[src/hdl/mmpwm_pkg.sv]
// ----------------------------------------------------------------------------
// mmpwm_pkg
// Command codes, the power level table and the types shared between the
// motor controller top level and its per-motor cells.
// ----------------------------------------------------------------------------
package mmpwm_pkg;

  // command codes on the input channel
  typedef enum logic [3:0] {
    CMD_TICK     = 4'd0,
    CMD_SELECT   = 4'd1,
    CMD_ON       = 4'd2,
    CMD_OFF      = 4'd3,
    CMD_REVERSE  = 4'd4,
    CMD_THISWAY  = 4'd5,
    CMD_THATWAY  = 4'd6,
    CMD_COAST    = 4'd7,
    CMD_POWER    = 4'd8,
    CMD_ADDPOWER = 4'd9,
    CMD_SERVO    = 4'd10
  } cmd_t;

  // pwm period runs over steps 0 .. PWM_LAST_STEP
  localparam logic [7:0] PWM_LAST_STEP = 8'd254;
  localparam logic [7:0] DUTY_FULL     = 8'd255;

  // power levels 1..7 map to these duties, other values are taken raw
  localparam logic [7:0] POWER_TABLE [8] = '{
    8'd0, 8'd36, 8'd73, 8'd110, 8'd146, 8'd183, 8'd219, 8'd255
  };

  // control broadcast from the top level to every motor cell
  typedef struct packed {
    logic       go;     // beat accepted this cycle
    logic [3:0] cmd;
    logic [7:0] value;
    logic [7:0] step;   // pwm step the tick processes
  } motor_ctl_t;

  // per-motor status back to the top level
  typedef struct packed {
    logic on;
    logic cw;
    logic ccw;
    logic en;
  } motor_stat_t;

  // map a power command value to a duty
  function automatic logic [7:0] power_duty(input logic [7:0] value);
    logic [7:0] d;
    if (value >= 8'd1 && value <= 8'd7) begin
      d = POWER_TABLE[value[2:0]];
    end else begin
      d = value;
    end
    return d;
  endfunction

endpackage

[src/hdl/mmpwm_motor.sv]
// ----------------------------------------------------------------------------
// mmpwm_motor
// One motor channel: on, direction and servo bits, the 8-bit duty and the
// bridge pin levels, updated by one command beat at a time.
// ----------------------------------------------------------------------------
module mmpwm_motor
  import mmpwm_pkg::*;
(
  input  logic        clk,
  input  logic        rst_n,
  input  motor_ctl_t  ctl,
  input  logic        sel,
  output motor_stat_t stat
);

  logic       on_r, on_nxt;
  logic       dir_r, dir_nxt;
  logic       servo_r, servo_nxt;
  logic       cw_r, cw_nxt;
  logic       ccw_r, ccw_nxt;
  logic       en_r, en_nxt;
  logic [7:0] duty_r, duty_nxt;
  logic       pin_hit;
  logic       pin_lvl;

  // pwm edge for this step: fall at the duty step, rise at step zero
  always_comb begin
    pin_hit = 1'b0;
    pin_lvl = 1'b0;
    if (duty_r != DUTY_FULL && duty_r == ctl.step) begin
      pin_hit = 1'b1;
      pin_lvl = 1'b0;
    end else if (ctl.step == 8'd0 && duty_r != 8'd0) begin
      pin_hit = 1'b1;
      pin_lvl = 1'b1;
    end
  end

  // command decode
  always_comb begin
    on_nxt    = on_r;
    dir_nxt   = dir_r;
    servo_nxt = servo_r;
    cw_nxt    = cw_r;
    ccw_nxt   = ccw_r;
    en_nxt    = en_r;
    duty_nxt  = duty_r;
    if (ctl.go) begin
      unique case (ctl.cmd)
        CMD_TICK: begin
          if (on_r && pin_hit) begin
            if (!servo_r && dir_r) begin
              cw_nxt = pin_lvl;
            end else begin
              ccw_nxt = pin_lvl;
            end
          end
        end
        CMD_ON: begin
          if (sel) begin
            servo_nxt = 1'b0;
            cw_nxt    = dir_r;
            ccw_nxt   = !dir_r;
            en_nxt    = 1'b1;
            on_nxt    = 1'b1;
          end
        end
        CMD_OFF: begin
          if (sel) begin
            servo_nxt = 1'b0;
            cw_nxt    = 1'b1;
            ccw_nxt   = 1'b1;
            en_nxt    = 1'b0;
            on_nxt    = 1'b0;
          end
        end
        CMD_REVERSE: begin
          if (sel) begin
            servo_nxt = 1'b0;
            dir_nxt   = !dir_r;
            cw_nxt    = !dir_r;
            ccw_nxt   = dir_r;
          end
        end
        CMD_THISWAY: begin
          if (sel) begin
            servo_nxt = 1'b0;
            dir_nxt   = 1'b1;
            cw_nxt    = 1'b1;
            ccw_nxt   = 1'b0;
          end
        end
        CMD_THATWAY: begin
          if (sel) begin
            servo_nxt = 1'b0;
            dir_nxt   = 1'b0;
            cw_nxt    = 1'b0;
            ccw_nxt   = 1'b1;
          end
        end
        CMD_COAST: begin
          if (sel) begin
            servo_nxt = 1'b0;
            on_nxt    = 1'b0;
            cw_nxt    = 1'b0;
            ccw_nxt   = 1'b0;
          end
        end
        CMD_POWER: begin
          if (sel) begin
            duty_nxt = power_duty(ctl.value);
          end
        end
        CMD_ADDPOWER: begin
          if (sel) begin
            duty_nxt = duty_r + ctl.value;
          end
        end
        CMD_SERVO: begin
          // on, then thisway, then servo bit and power
          if (sel) begin
            on_nxt    = 1'b1;
            en_nxt    = 1'b1;
            dir_nxt   = 1'b1;
            cw_nxt    = 1'b1;
            ccw_nxt   = 1'b0;
            servo_nxt = 1'b1;
            duty_nxt  = power_duty(ctl.value);
          end
        end
        default: begin
        end
      endcase
    end
  end

  // state registers
  always_ff @(posedge clk) begin
    if (!rst_n) begin
      on_r    <= 1'b0;
      dir_r   <= 1'b0;
      servo_r <= 1'b0;
      cw_r    <= 1'b0;
      ccw_r   <= 1'b0;
      en_r    <= 1'b0;
      duty_r  <= DUTY_FULL;
    end else begin
      on_r    <= on_nxt;
      dir_r   <= dir_nxt;
      servo_r <= servo_nxt;
      cw_r    <= cw_nxt;
      ccw_r   <= ccw_nxt;
      en_r    <= en_nxt;
      duty_r  <= duty_nxt;
    end
  end

  assign stat.on  = on_r;
  assign stat.cw  = cw_r;
  assign stat.ccw = ccw_r;
  assign stat.en  = en_r;

endmodule

[src/hdl/multi_motor_pwm_hbridge_controller.sv]
// ----------------------------------------------------------------------------
// multi_motor_pwm_hbridge_controller
// Multi-channel H-bridge motor driver with a 255-step synchronous PWM.
// ----------------------------------------------------------------------------
// Every accepted command beat updates the motor state in the cycle it is taken
// and yields exactly one result beat: the pin levels and pwm step after that
// command. The block takes one command per cycle for as long as the result
// side keeps up; the single result register is the only storage between the
// channels, so in_stall follows out_stall while a result is held. Select
// latches the active motor mask; motor commands act on all active motors at
// once. A tick advances the pwm step from 0 to 254 and wraps. Only motors 0
// to 3 appear on the pin ports.
module multi_motor_pwm_hbridge_controller
  import mmpwm_pkg::*;
#(
  parameter int MOTORS = 4
) (
  input  logic       clk,
  input  logic       rst_n,
  input  logic       in_valid,
  output logic       in_stall,
  input  logic [3:0] in_cmd,
  input  logic [7:0] in_value,
  output logic       out_valid,
  input  logic       out_stall,
  output logic [3:0] out_cw_pins,
  output logic [3:0] out_ccw_pins,
  output logic [3:0] out_enable_pins,
  output logic       out_group_ab_enable,
  output logic       out_group_cd_enable,
  output logic [7:0] out_pwm_step
);

  logic              out_valid_r, out_valid_nxt;
  logic [MOTORS-1:0] active_r, active_nxt;
  logic [7:0]        step_r, step_nxt;
  logic [1:0]        group_r, group_nxt;
  logic              in_acc;
  logic [MOTORS-1:0] on_vec;
  logic [MOTORS-1:0] en_vec;
  logic [MOTORS-1:0] grp_clr;
  motor_ctl_t        ctl;
  motor_stat_t       stat [MOTORS];

  // handshake
  assign in_stall  = out_valid_r && out_stall;
  assign in_acc    = in_valid && !in_stall;
  assign out_valid = out_valid_r;

  assign out_valid_nxt = in_acc ? 1'b1 : (out_valid_r && out_stall);

  // broadcast to motor cells
  assign ctl.go    = in_acc;
  assign ctl.cmd   = in_cmd;
  assign ctl.value = in_value;
  assign ctl.step  = step_r;

  // motor cells
  for (genvar i = 0; i < MOTORS; i++) begin : g_motor
    mmpwm_motor u_motor (
      .clk   (clk),
      .rst_n (rst_n),
      .ctl   (ctl),
      .sel   (active_r[i]),
      .stat  (stat[i])
    );
    assign on_vec[i] = stat[i].on;
    assign en_vec[i] = stat[i].en;
  end

  // off: a group enable drops only if the partner is off, counting a lower
  // partner that this same command switches off
  for (genvar i = 0; i < MOTORS; i++) begin : g_partner
    if ((i ^ 1) < MOTORS) begin : g_has
      if ((i ^ 1) < i) begin : g_low
        assign grp_clr[i] = active_r[i] && (!on_vec[i ^ 1] || active_r[i ^ 1]);
      end else begin : g_high
        assign grp_clr[i] = active_r[i] && !on_vec[i ^ 1];
      end
    end else begin : g_none
      assign grp_clr[i] = active_r[i];
    end
  end

  // shared state update
  always_comb begin
    active_nxt = active_r;
    step_nxt   = step_r;
    group_nxt  = group_r;
    if (in_acc) begin
      unique case (in_cmd)
        CMD_TICK: begin
          step_nxt = (step_r == PWM_LAST_STEP) ? 8'd0 : step_r + 8'd1;
        end
        CMD_SELECT: begin
          active_nxt = in_value[MOTORS-1:0];
        end
        CMD_ON, CMD_SERVO: begin
          if (|active_r) begin
            group_nxt = 2'b11;
          end
        end
        CMD_OFF: begin
          if (|grp_clr[1:0]) begin
            group_nxt[0] = 1'b0;
          end
          if (|(grp_clr >> 2)) begin
            group_nxt[1] = 1'b0;
          end
        end
        default: begin
        end
      endcase
    end
  end

  always_ff @(posedge clk) begin
    if (!rst_n) begin
      out_valid_r <= 1'b0;
      active_r    <= '0;
      step_r      <= 8'd0;
      group_r     <= 2'b00;
    end else begin
      out_valid_r <= out_valid_nxt;
      active_r    <= active_nxt;
      step_r      <= step_nxt;
      group_r     <= group_nxt;
    end
  end

  // result beat: state only moves on an accepted beat, so it holds under stall
  for (genvar k = 0; k < 4; k++) begin : g_pins
    if (k < MOTORS) begin : g_used
      assign out_cw_pins[k]     = stat[k].cw;
      assign out_ccw_pins[k]    = stat[k].ccw;
      assign out_enable_pins[k] = stat[k].en;
    end else begin : g_unused
      assign out_cw_pins[k]     = 1'b0;
      assign out_ccw_pins[k]    = 1'b0;
      assign out_enable_pins[k] = 1'b0;
    end
  end

  assign out_group_ab_enable = group_r[0];
  assign out_group_cd_enable = group_r[1];
  assign out_pwm_step        = step_r;

  // checks
  a_step_range: assert property (@(posedge clk) disable iff (!rst_n)
    step_r <= PWM_LAST_STEP)
    else $error("pwm step out of range");

  a_step_tick: assert property (@(posedge clk) disable iff (!rst_n)
    (in_acc && in_cmd == CMD_TICK) |=>
      step_r == (($past(step_r) == PWM_LAST_STEP) ? 8'd0 : $past(step_r) + 8'd1))
    else $error("pwm step did not advance on tick");

  a_step_hold: assert property (@(posedge clk) disable iff (!rst_n)
    !(in_acc && in_cmd == CMD_TICK) |=> $stable(step_r))
    else $error("pwm step moved without a tick");

  a_on_enabled: assert property (@(posedge clk) disable iff (!rst_n)
    (on_vec & ~en_vec) == '0)
    else $error("motor on with enable low");

  a_result_once: assert property (@(posedge clk) disable iff (!rst_n)
    (out_valid_r && !out_stall && !in_acc) |=> !out_valid_r)
    else $error("result beat repeated");

endmodule
[config.mk]
export PLATFORM = sky130hd
export DESIGN_NAME = multi_motor_pwm_hbridge_controller
export DESIGN_NICKNAME = d
export VERILOG_FILES = /design/src/hdl/mmpwm_pkg.sv /design/src/hdl/mmpwm_motor.sv /design/src/hdl/multi_motor_pwm_hbridge_controller.sv
export SDC_FILE = /design/constraint.sdc
export NUM_CORES = 1
export LEC_CHECK = 0
export BUFFER_PORTS_ARGS = -buffer_cell sky130_fd_sc_hd__buf_2
export CAP_MARGIN = 0
export CORE_UTILIZATION = 53
export DETAILED_ROUTE_END_ITERATION = 8
export HOLD_SLACK_MARGIN = 0.02
export PLACE_DENSITY = 0.71
export SLEW_MARGIN = 15
export SYNTH_ARGS = -nofsm -noshare
export SYNTH_HDL_FRONTEND = slang
export SYNTH_SLANG_ARGS = --single-unit
[constraint.sdc]
create_clock -name clk -period 3.1 [get_ports clk]
set_input_delay 0.62 -clock clk [delete_from_list [all_inputs] [get_ports clk]]
set_output_delay 0.62 -clock clk [all_outputs]
set_load 0.01 [all_outputs]
-- After elaboration in Yosys (flattened, before gate mapping)
Memories as Yosys holds them, arrays and structs flattened.
Cells that the tools add are included.
- ROM bits: 64
- logic and storage cells: 321
- output and inout port bits: 24
- register bits after elaboration: 71
- input bits: 16
- memories: 1
- memory list (memory ; depth ; bits a word ; rd ports ; clocked after Yosys merged registers in ; write ports ; line ; RTL):
    (no name shown) ; 8 ; 8 ; 1 ; 0 ; 0 ; mmpwm_pkg.sv:52 ; d = POWER_TABLE[value[2:0]];
- add/subtract/negate cells: 5
- bitwise gates (word level): 1
- muxes and demuxes: 89
- equality and inequality tests: 94
- $lt $le $gt $ge: 3
- reduce and logical (&&, ||, !) cells: 95
- operators with widths (kind ; count):
    two-way mux 8 bit ; 12
    != test 2 x 1 -> 1 bit (second input constant) ; 45
    AND reduction 4 bit ; 18
    one-hot mux 8 bit (2 select lines) ; 4
    AND reduction 8 bit ; 8
    != test 2 bit (second input constant) ; 30
    two-way mux 1 bit ; 47
    one-hot mux 1 bit (5 select lines) ; 8
    adder 8 bit ; 4
    == test 8 bit ; 4
    != test 8 bit (second input constant) ; 4
    nonzero test 8 bit ; 4
    one-hot mux 1 bit (2 select lines) ; 12
    logical AND 1 bit ; 23
    AND reduction 5 bit ; 4
    == test 4 x 3 -> 1 bit (second input constant) ; 4
    OR reduction 2 bit ; 8
    zero test 1 bit ; 13
    == test 4 bit (second input constant) ; 3
    one-hot mux 1 bit (3 select lines) ; 4
    nonzero test 5 bit ; 2
    adder 8 x 1 -> 8 bit (second input constant) ; 1
    == test 4 x 2 -> 1 bit (second input constant) ; 2
    == test 8 bit (second input constant) ; 1
    16 further kinds ; 22

-- Depth between registers and ports, before layout
- depth after elaboration: 7
- gate-level depth with buffers: 9
- mapped depth without buffers: 9

-- Cells and area by module
From an unflattened synthesis, not the netlist that was laid out.
- cell total of the unflattened synthesis: 807
- area total of the unflattened synthesis: 6418.7 um^2
- by module, submodules not included (module ; area an instance (um^2) ; seq. area each (um^2) ; instances ; cells an instance):
    mmpwm_motor ; 1403.8 ; 280.3 ; 4 ; 180
    multi_motor_pwm_hbridge_controller ; 803.3 ; 300.3 ; 1 ; 87

-- Least setup slack after synthesis
No wires, ideal clock.
- path type: input -> register
- from: input port in_value[4]
- to: register g_motor[0].u_motor.duty_r[7]
- cell stages on the path: 7
- slack: 601 ps
- path buffers: 0
- library setup time: 74 ps
- required time: 3026 ps
- arrival time: 2425 ps
- cells stage by stage: ha_1 > and3_1 > a2111o_1 > o31ai_4 > mux2i_1 > mux2_1 > o211ai_2
- cells in the longest elaborated chain, start to end: 5
- elaborated cells between the ends (all ways): 8
- classes of those cells: 1 x add/sub; 2 x order compare; 4 x mux; 1 x reduce/logical
- RTL lines (element ; line ; RTL):
    from (decl) ; multi_motor_pwm_hbridge_controller.sv:23 ; input logic [7:0] in_value,
    >= comparator 8 x 1 -> 1 bit or <= comparator 8 x 3 -> 1 bit (tied branches) ; mmpwm_pkg.sv:51 ; if (value >= 8'd1 && value <= 8'd7) begin
    logical AND 1 bit ; mmpwm_pkg.sv:51 ;
    two-way mux 8 bit ; n/a ;
    two-way mux 8 bit ; mmpwm_motor.sv:121 ; if (sel) begin
    one-hot mux 8 bit (2 select lines) * ; mmpwm_motor.sv:49 ; unique case (ctl.cmd)
    to (signal assigned) ; mmpwm_motor.sv:154 ; duty_r <= duty_nxt;
    to (decl) ; mmpwm_motor.sv:22 ; logic [7:0] duty_r, duty_nxt;
Every way passes the cells marked *; elsewhere a longest branch is shown, timed or not. The select of a mux whose other input is x is not followed.
A chain may end at the register's enable or synchronous reset.

-- Final worst setup path
- from: register g_motor[0].u_motor.duty_r[4]
- to: register g_motor[0].u_motor.duty_r[7]
- cells in the longest elaborated chain, start to end: 3
- RTL lines (element ; line ; RTL):
    adder 8 bit ; mmpwm_motor.sv:116 ; duty_nxt = duty_r + ctl.value;
    two-way mux 8 bit ; mmpwm_motor.sv:115 ; if (sel) begin
    one-hot mux 8 bit (2 select lines) ; mmpwm_motor.sv:49 ;
No other way between the ends. The select of a mux whose other input is x is not followed.

==> summary.txt <==
Finish
  • Most frequent cells in the layout: dfxtp_1 (71), nor2_1 (55), nand2_1 (55)
  • Most common cell after layout, fill and taps aside: dfxtp_1
  • Cell Count, Final, Fillers Out: 841
  • Multi-input gate area: 3770 µm²
  • Sequential Area: 1420 µm²
  • Share of cells above drive strength 1: 11.4%
  • Number of fill cells: 933
  • Final-stage net count: 755
  • Synth-to-Final Area Change: 7.21%
  • ANT cells: 0

CTS
  • Post-CTS Resized: 0
  • Hold Buf Count CTS: 0
  • Clk pin slew, worst setup/hold paths: 0.08 ns
  • Maximum buffer depth of the clock tree: 2
  • Postcts setup bufs: 0
  • CTS tree: done
  • CTS sink cnt: 71
  • Skew-Pair Late Insertion Delay: 0.37 ns
  • Num CTS Buffers: 9
  • CTS root buffer: clkbuf_8
  • Number of H-tree levels: 3

Placement
  • Port Buffers: 39
  • GPL Wtd Cong: 0.900
  • DP HPWL: 11300 µm
  • # placed instances: 826

Floorplanning
  • # rows: 36
  • Chip width: 104 µm
  • Die Ht: 104 µm
  • DIE AREA: 10800 µm²
  • IO Count: 40
  • Core area: 9910 µm²
  • Effective utilization at floorplan: 55.7%

Global routing
  • Total GRT Usage: 29.6%
  • Grt ovf: 0
  • Vias in the first global route: 4931
  • Initial antenna violation count: 0
  • First-pass GRT wire length: 25200 µm
  • Largest net degree at the start of global routing: 33

STA
  • Final Hold Viols: 0
  • Period Utilization, post-route: 78.0%
  • RSZ-0062 raised after global routing: false
  • Post-route minimum period: 2.42 ns
  • Max_slew headroom: 37.0%
  • Final setup TNS: 0 ns
  • Setup violators final: 0
  • Clk_skew: 0.0114 ns
  • Worst-Margin Slew: 0.939 ns
  • Slew Limit Fails: 0
  • Max Fclk: 414 MHz

Outcome
  • Status: complete, no violations

Logic synthesis
  • EDFF count, synth: 0
  • Avg Cell Area, Syn: 7.97 µm²
  • Register area share after synthesis: 25.8%
  • Mapped Nets: 743
  • Yosys warns: 0
  • Synthesized area: 5520 µm²
  • Top FF cell, synth: dfxtp_1
  • Synth Instances: 692
  • Yosys reg bits: 71
  • Async set-reset flop share out of synthesis: 0%
  • Count of cell types in the netlist: 67

Detailed routing
  • Routed WL per cell: 18.6 µm
  • Final Routed Wirelength: 15600 µm
  • Routed vias: 5296
  • ANT nets after route: 0
  • Residual DRC: 0
  • DRT iter0 DRCs: 445
  • DR vias/cell: 6.30
  • 1st-pass router iterations: 5

Power and ir drop
  • LEAKAGE: 0.00237 µW
  • Peak VDD IR: 220 µV
  • Pwr per Cell Area: 355 nW/µm²

Worst setup path
  • Worst EP arrival: 2.71 ns
  • Reg-to-reg critical path endpoint: g_motor[0].u_motor.duty_r[7]
  • Critical path type: reg2reg
  • WP data required: 3.40 ns
  • Crit-path max FO: 5
  • R2R Setup Slk: 0.68 ns
  • CP Capture Type: flip-flop
  • Reg-to-Reg Start: g_motor[0].u_motor.duty_r[4]
  • R2R cell count: 7
  • Crit path launch type: flip-flop

Min path
  • Hold path cells: 2
  • Worst hold endpoint: g_motor[1].u_motor.ccw_r
  • Hold WC Path Type: reg2reg
  • Hold path start: g_motor[1].u_motor.ccw_r

Run
  • Number of max-cap violations: 0
-- flip-flops by register name (all words and copies together), names as in the netlist --
signal / flops
g_motor.u_motor.duty_r: 32
out_pwm_step: 8
active_r: 4
g_motor.u_motor.ccw_r: 4
g_motor.u_motor.cw_r: 4
g_motor.u_motor.dir_r: 4
g_motor.u_motor.en_r: 4
g_motor.u_motor.on_r: 4
g_motor.u_motor.servo_r: 4
group_r: 2
out_valid: 1
-- kinds of logic after synthesis --
logic type	Yosys count	synth area share, %
XOR/XNOR	54	8.57
multiplexers	19	3.49
AO/OA/AOI/OAI	205	24.8
adder cells (fa/ha/maj)	35	8.48
flip-flops	71	25.8
AND/OR/NAND/NOR	239	23.0
buffers and inverters	69	5.92
-- final cells by class --
class                           count  share of cell area [%]
Tap cell                          133                    2.81
Timing Repair Buffer               48                    4.44
Clock inverter                      3                    1.14
Inverter                           22                    1.40
Sequential cell                    71                    24.0
Multi-Input combinational cell    552                    63.7
Clock buffer                       12                    2.45
-- worst max-delay path by stage --
stage	slack [ns]	start	end	depth (start not counted)
3_5_place_dp	0.33	in_value[4]	g_motor[0].u_motor.duty_r[7]	8
5_1_grt	0.53	out_pwm_step[3]	g_motor[3].u_motor.cw_r	6
4_1_cts	0.69	g_motor[0].u_motor.duty_r[3]	g_motor[0].u_motor.duty_r[7]	7
6_report	0.68	g_motor[0].u_motor.duty_r[4]	g_motor[0].u_motor.duty_r[7]	7
2_1_floorplan	0.60	in_value[4]	g_motor[0].u_motor.duty_r[7]	7
3_3_place_gp	0.36	in_value[4]	g_motor[0].u_motor.duty_r[7]	8
-- synthesized netlist by cell type, types with 7 or more instances --
library cell  count  area, µm²
nand3_1          11       55.1
xor2_1           17        149
o31ai_1           7       52.6
nand2b_1         20        125
xnor2_1          37        324
o211ai_1         24        180
or4_1             9       67.6
o22ai_1           7       43.8
a21oi_1          46        230
mux2i_1          17        170
clkbuf_1         22       82.6
inv_1            22       82.6
a21boi_0          9       67.6
o21a_1            8       60.1
buf_4            13       97.6
nor2b_1          20        125
nand2_1          55        206
o21ai_0          40        200
o21ai_1           9       45.0
buf_2             9       45.0
and2_1            8       50.1
nor2_1           55        206
nand4_1          15       93.8
dfxtp_1          71       1420
ha_1             31        388
nor3_1           10       50.1
a211oi_1         12       90.1
-- report_power, final --
part           switching, µW  internal, µW
Sequential              5.06           915
Clock                    378           472
Combinational            203           127
Total                    587          1520
-- critical path, stage by stage (launching register included) --
cell      delay [ns]
dfxtp_1         0.46
ha_1            0.32
and3_1          0.20
a2111o_1        0.47
o31ai_4         0.19
mux2i_1         0.22
mux2_1          0.35
o211ai_2        0.13
-- per-layer routing --
metal	part of all wire, %	vias to the layer above	GRT usage, %
met3	6.5	35	3.70
met1	43	2484	38.5
met2	47	242	49.2
met4	2.8	0	12.4
li1	-	2535	-
met5	0	-	0
-- through the flow --
step / utilization (%) / total power [µW] / worst slack (ns) / hold slack, ns / area [µm²]
after global placement: 57.5 / 1260 / 0.363 / 0.447 / 5700
after CTS: 59.7 / 2100 / 0.691 / 0.461 / 5910
final: 59.7 / 2100 / 0.682 / 0.460 / 5910
after floorplan: - / 1180 / 0.601 / 0.438 / 5520
after detailed placement: 57.5 / 1270 / 0.327 / 0.458 / 5700
after global routing: 59.7 / 2170 / 0.534 / 0.471 / 5910
Note: power is estimated with default switching activity, not from simulation.
